### config.mk
export PLATFORM = sky130hd
export DESIGN_NAME = goe_mul
export DESIGN_NICKNAME = d
export VERILOG_FILES = /design/src/sv/assert_macros.svh /design/src/sv/goe_pkg.sv /design/src/sv/goe_mul.sv
export SDC_FILE = /design/constraint.sdc
export NUM_CORES = 1
export LEC_CHECK = 0
export BUFFER_PORTS_ARGS = -buffer_cell sky130_fd_sc_hd__buf_2
export CORE_MARGIN = 2
export CORE_UTILIZATION = 45
export CTS_CLUSTER_SIZE = 30
export DETAILED_ROUTE_END_ITERATION = 12
export PLACE_DENSITY = 0.71
export SYNTH_ARGS = -nofsm -noshare
export SYNTH_HDL_FRONTEND = slang
export SYNTH_SLANG_ARGS = --single-unit
### constraint.sdc
create_clock -name clock -period 13.62 [get_ports clock]
set_clock_uncertainty 0.1 [all_clocks]
set_input_delay 2.724 -clock clock [delete_from_list [all_inputs] [get_ports clock]]
set_output_delay 2.724 -clock clock [all_outputs]
set_load 0.03 [all_outputs]
### src/sv/assert_macros.svh
// Assertion helpers shared by the RTL.
`ifndef ASSERT_MACROS_SVH
`define ASSERT_MACROS_SVH
// Implication checked on every rising clock edge outside reset.
`define ASSERT_IMPLY(label, clk, rst, ante, cons, msg) \
   label: assert property (@(posedge clk) disable iff (rst) (ante) |-> (cons)) \
      else $error(msg);
// Next-cycle implication checked outside reset.
`define ASSERT_NEXT(label, clk, rst, ante, cons, msg) \
   label: assert property (@(posedge clk) disable iff (rst) (ante) |=> (cons)) \
      else $error(msg);
`endif

### src/sv/goe_pkg.sv
`timescale 1ns / 1ps
// ---------------------------------------------------------------------------
// goe_pkg
// Shared types and constants of the genetic optimizer engine.
// ---------------------------------------------------------------------------
package goe_pkg;
   localparam int POP_SIZE_DEF    = 20;
   localparam int ELITE_COUNT_DEF = 2;
   localparam int MAX_GENES_DEF   = 16;
   localparam int GENE_BITS_DEF   = 32;
   localparam logic [31:0] LFSR_MASK = 32'hD000_0001;
   localparam logic signed [31:0] SCORE_MIN = 32'sh8000_0000;

   typedef enum logic [2:0] {
      REQ_BOUND = 3'd0, REQ_RAND = 3'd1, REQ_READ = 3'd2,
      REQ_SCORE = 3'd3, REQ_EVOLVE = 3'd4
   } req_code_type;

   typedef enum logic [1:0] {
      CSR_GENES = 2'd0, CSR_SEED = 2'd1, CSR_XOVER = 2'd2, CSR_MUT = 2'd3
   } csr_code_type;

   typedef enum logic [4:0] {
      ST_IDLE, ST_DECODE, ST_READ, ST_READ_WAIT, ST_RAND_GENE, ST_RAND_MUL,
      ST_RAND_WR, ST_SORT_INIT, ST_SORT_CMP, ST_SORT_STEP, ST_ELITE_RD,
      ST_ELITE_WR, ST_TOUR_DRAW, ST_TOUR_CMP, ST_XO_DRAW, ST_CUT_DRAW,
      ST_GENE_RD, ST_GENE_WAIT, ST_MUT_DRAW, ST_MUT_VAL, ST_MUT_MUL,
      ST_GENE_WR, ST_COPY_RD, ST_COPY_WR, ST_DONE, ST_RESP
   } state_type;

   // One LFSR step, upper half is the 16-bit draw.
   function automatic logic [31:0] lfsr_next(input logic [31:0] w);
      logic [31:0] s;
      s = {1'b0, w[31:1]};
      if (w[0]) s = s ^ LFSR_MASK;
      return s;
   endfunction
endpackage

### src/sv/goe_mul.sv
`timescale 1ns / 1ps
// ---------------------------------------------------------------------------
// goe_mul
// Shared registered multiplier: 16-bit draw times a signed 33-bit span,
// result shifted right by 16 (arithmetic) and added to a base.
// ---------------------------------------------------------------------------
module goe_mul
   import goe_pkg::*;
(
   input  logic               clock,
   input  logic [15:0]        draw,
   input  logic signed [32:0] span,
   input  logic [31:0]        base,
   output logic [31:0]        result
);
   logic signed [49:0] prod_ff, prod_in;
   logic [31:0]        base_ff;
   logic signed [49:0] shifted;

   assign prod_in = $signed({1'b0, draw}) * span;
   always_ff @(posedge clock) begin
      prod_ff <= prod_in;
      base_ff <= base;
   end
   assign shifted = prod_ff >>> 16;
   assign result  = base_ff + shifted[31:0];
endmodule

==> run_results.csv <==
group,metric,value,unit
layout,multi_input_area,16300,sq um
critical_path,max_stage_delay,0.69,ns
floorplanning,placeableCoreArea,44000,sq um
clock_network,cts_buffers,9,
clock_network,numClockSinks,64,
critical_path,crit_family,"adder cells",
synth,ys_seq_area_frac,0.0640,
synth,synth_flop_cell,"dfxtp_1",
synth,synthAdderAreaFrac,0.580,
sta,setup_tns,0,ns
synth,synthSimpleGateAreaFrac,0.150,
sta,worstMarginPinSlew,0.872,ns
synth,syn-num-nets,2902,
sta,fin_crit_sh,0.693,
layout,nets,2945,
global_routing,gr-total-overflow,0,
status,status,"finished clean",
drt,vias,14500,
synth,synthArstFlopShare,0,
synth,synth_warnings,0,
synth,syn-cell-area,20000,sq um
synth,synth_top_family_by_area,"adder cells",
synth,synth-seq-cells,64,
clock_network,clockBufferDepth,2,
layout,n_antenna_cell,0,
clock_network,cts_root_buf,"clkbuf_16",
placed_design,hpwl,40000,microns
synth,synth_most_common_cell,"inv_1",
floorplanning,dieArea,46200,sq um
sta,finalCriticalPeriod,9.44,ns
global_routing,grt_pass1_vias,17000,
clock_network,cts_tree,"done",
floorplanning,ios,114,
clock_network,cts_resized,0,
synth,synth_commonest_cells,"inv_1, fa_1, nand2_1",
synth,synthDistinctLibCells,49,
critical_path,slowest_stage,"a2111oi_2",
floorplanning,die_h,215,microns
layout,seqCellArea,1280,sq um
floorplanning,rows,77,
sta,slew_headroom,0.419,
sta,slew_viol_final,0,
drt,drcViolationCount,0,
critical_path,path_max_fanout,33,
sta,setup_viol,0,
floorplanning,initial_core_util,0.454,
synth,syn_inst,2187,
placed_design,dpl_cell_area,21000,sq um
clock_network,post_cts_buffers,0,
synth,yosys-top-cells-area,"fa_1, inv_1, ha_1, and2_1, dfxtp_1",
sta,hold_viol,0,
synth,synth_mux_area_frac,0,
run,max_cap_viol_count,0,
layout,area_growth,6.67,%
layout,fill_cells,4140,
drt,drt_iter0_drc,799,
critical_path,critical_path_class,"in -> reg",
critical_path,startpoint_type,"primary input",
critical_path,cp.arrival,9.62,ns
floorplanning,die_w,215,microns
synth,yosys.area_share.xor_xnor,0.0328,
global_routing,grt_pass1_wl,84500,microns
sta,max_freq,106,MHz
synth,synth_compound_area_frac,0.0531,
layout,post-route-cell-area,21300,sq um
placed_design,portBuffers,113,
critical_path,path_buf_inv,4,
synth,avgSynthCellArea,9.15,sq um
drt,via_per_inst,5.13,
drt,first_pass_iters,6,
clock_network,hold_buffers,0,
sta,grt_setup_unrepaired,"false",
global_routing,grt_usage,0.231,
critical_path,crit_chain,"buf_2, nand2_1, fa_1, inv_1, fa_1, inv_1, fa_1, inv_1, fa_1, fa_1, fa_1, ha_1, a211oi_1, a31oi_1, a21boi_1, a31oi_2, o21ai_1, a2111oi_2, nor2_1, a31oi_1, xnor2_1",
placed_design,gp_congestion,0.872,
critical_path,end_kind,"flop",
global_routing,antenna_found_initial,0,
critical_path,cpMostUsedCell,"fa_1",
critical_path,worstPathRequired,13.80,ns
global_routing,grt_start_max_net_pins,35,
synth,yosys.area.top_type_share,0.490,
drt,antenna_left,0,
synth,synth_top_area_cell,"fa_1",
layout,drive_above_1_share,0.0622,
drt,wire_per_inst,17.5,microns
synth,synth-edff-count,0,
hold_path,hold_class,"in -> reg",
drt,routed_wirelength,49400,microns
clock_network,path_clk_slew,0.06,ns
clock_network,h-tree-depth,3,
-- registers in the layout, summed over array words and instances, names as in the netlist --
signal	count
prod_ff	32
base_ff	32
-- placed cells by master, fill, tap and decap left out, drive strengths merged, types with 3 or more instances in the layout --
cell    instances
nand2         319
o21bai          7
clkbuf          9
a31oi           9
buf           114
a21o           31
nand3           9
xnor2          54
nor3            5
nand2b          4
inv           561
nor2           24
ha            143
and2          233
o21ai          20
dfxtp          64
a21oi          46
nand4          10
a211oi         10
fa            490
o21a            6
xor2           21
a211o           3
nor2b           6
and3            4
-- final timing paths --
check	from	to	depth (start not counted)
setup / recovery	draw[8]	prod_ff[41]$_DFF_P_	21
hold / removal	base[21]	base_ff[21]$_DFF_P_	1
-- kinds of logic (layout without fill, tap and decap cells) --
family / Yosys count / after routing
adders and majority gates: 633 / 633
AOI/OAI and AO/OA: 155 / 155
xor gates and xnor gates: 75 / 75
and+or+nand+nor: 619 / 619
DFF: 64 / 64
buffers and inverters: 641 / 689
-- stage by stage --
stage / worst slack (ns) / util / cells / hold slack [ns]
after global routing: 3.82 / 0.485 / 2827 / 2.34
after CTS: 4.18 / 0.485 / 2827 / 2.34
after global placement: 4.01 / 0.477 / 2811 / 2.73
after floorplan: 5.13 / - / 2187 / 2.65
after detailed placement: 3.79 / 0.477 / 2811 / 2.73
final: 4.18 / 0.485 / 2827 / 2.36
-- per-layer routing --
metal,track usage,up-vias,part of all wire
met3,0.0467,120,0.073
met5,0,-,0
met4,0.0669,0,0.027
met1,0.293,7423,0.41
li1,-,6434,-
met2,0.399,529,0.49
-- final cells by class --
type | count | area share
inverters | 559 | 0.0983
multi-input cells | 1482 | 0.765
clock buffers | 9 | 0.0106
well taps | 592 | 0.0347
clock inverters | 7 | 0.00481
repair buffers | 114 | 0.0268
flip-flops and latches | 64 | 0.0600
Power is left out: the tool's default activity adds up to more than one toggle a clock period on the data nets, which glitch-free logic cannot reach.
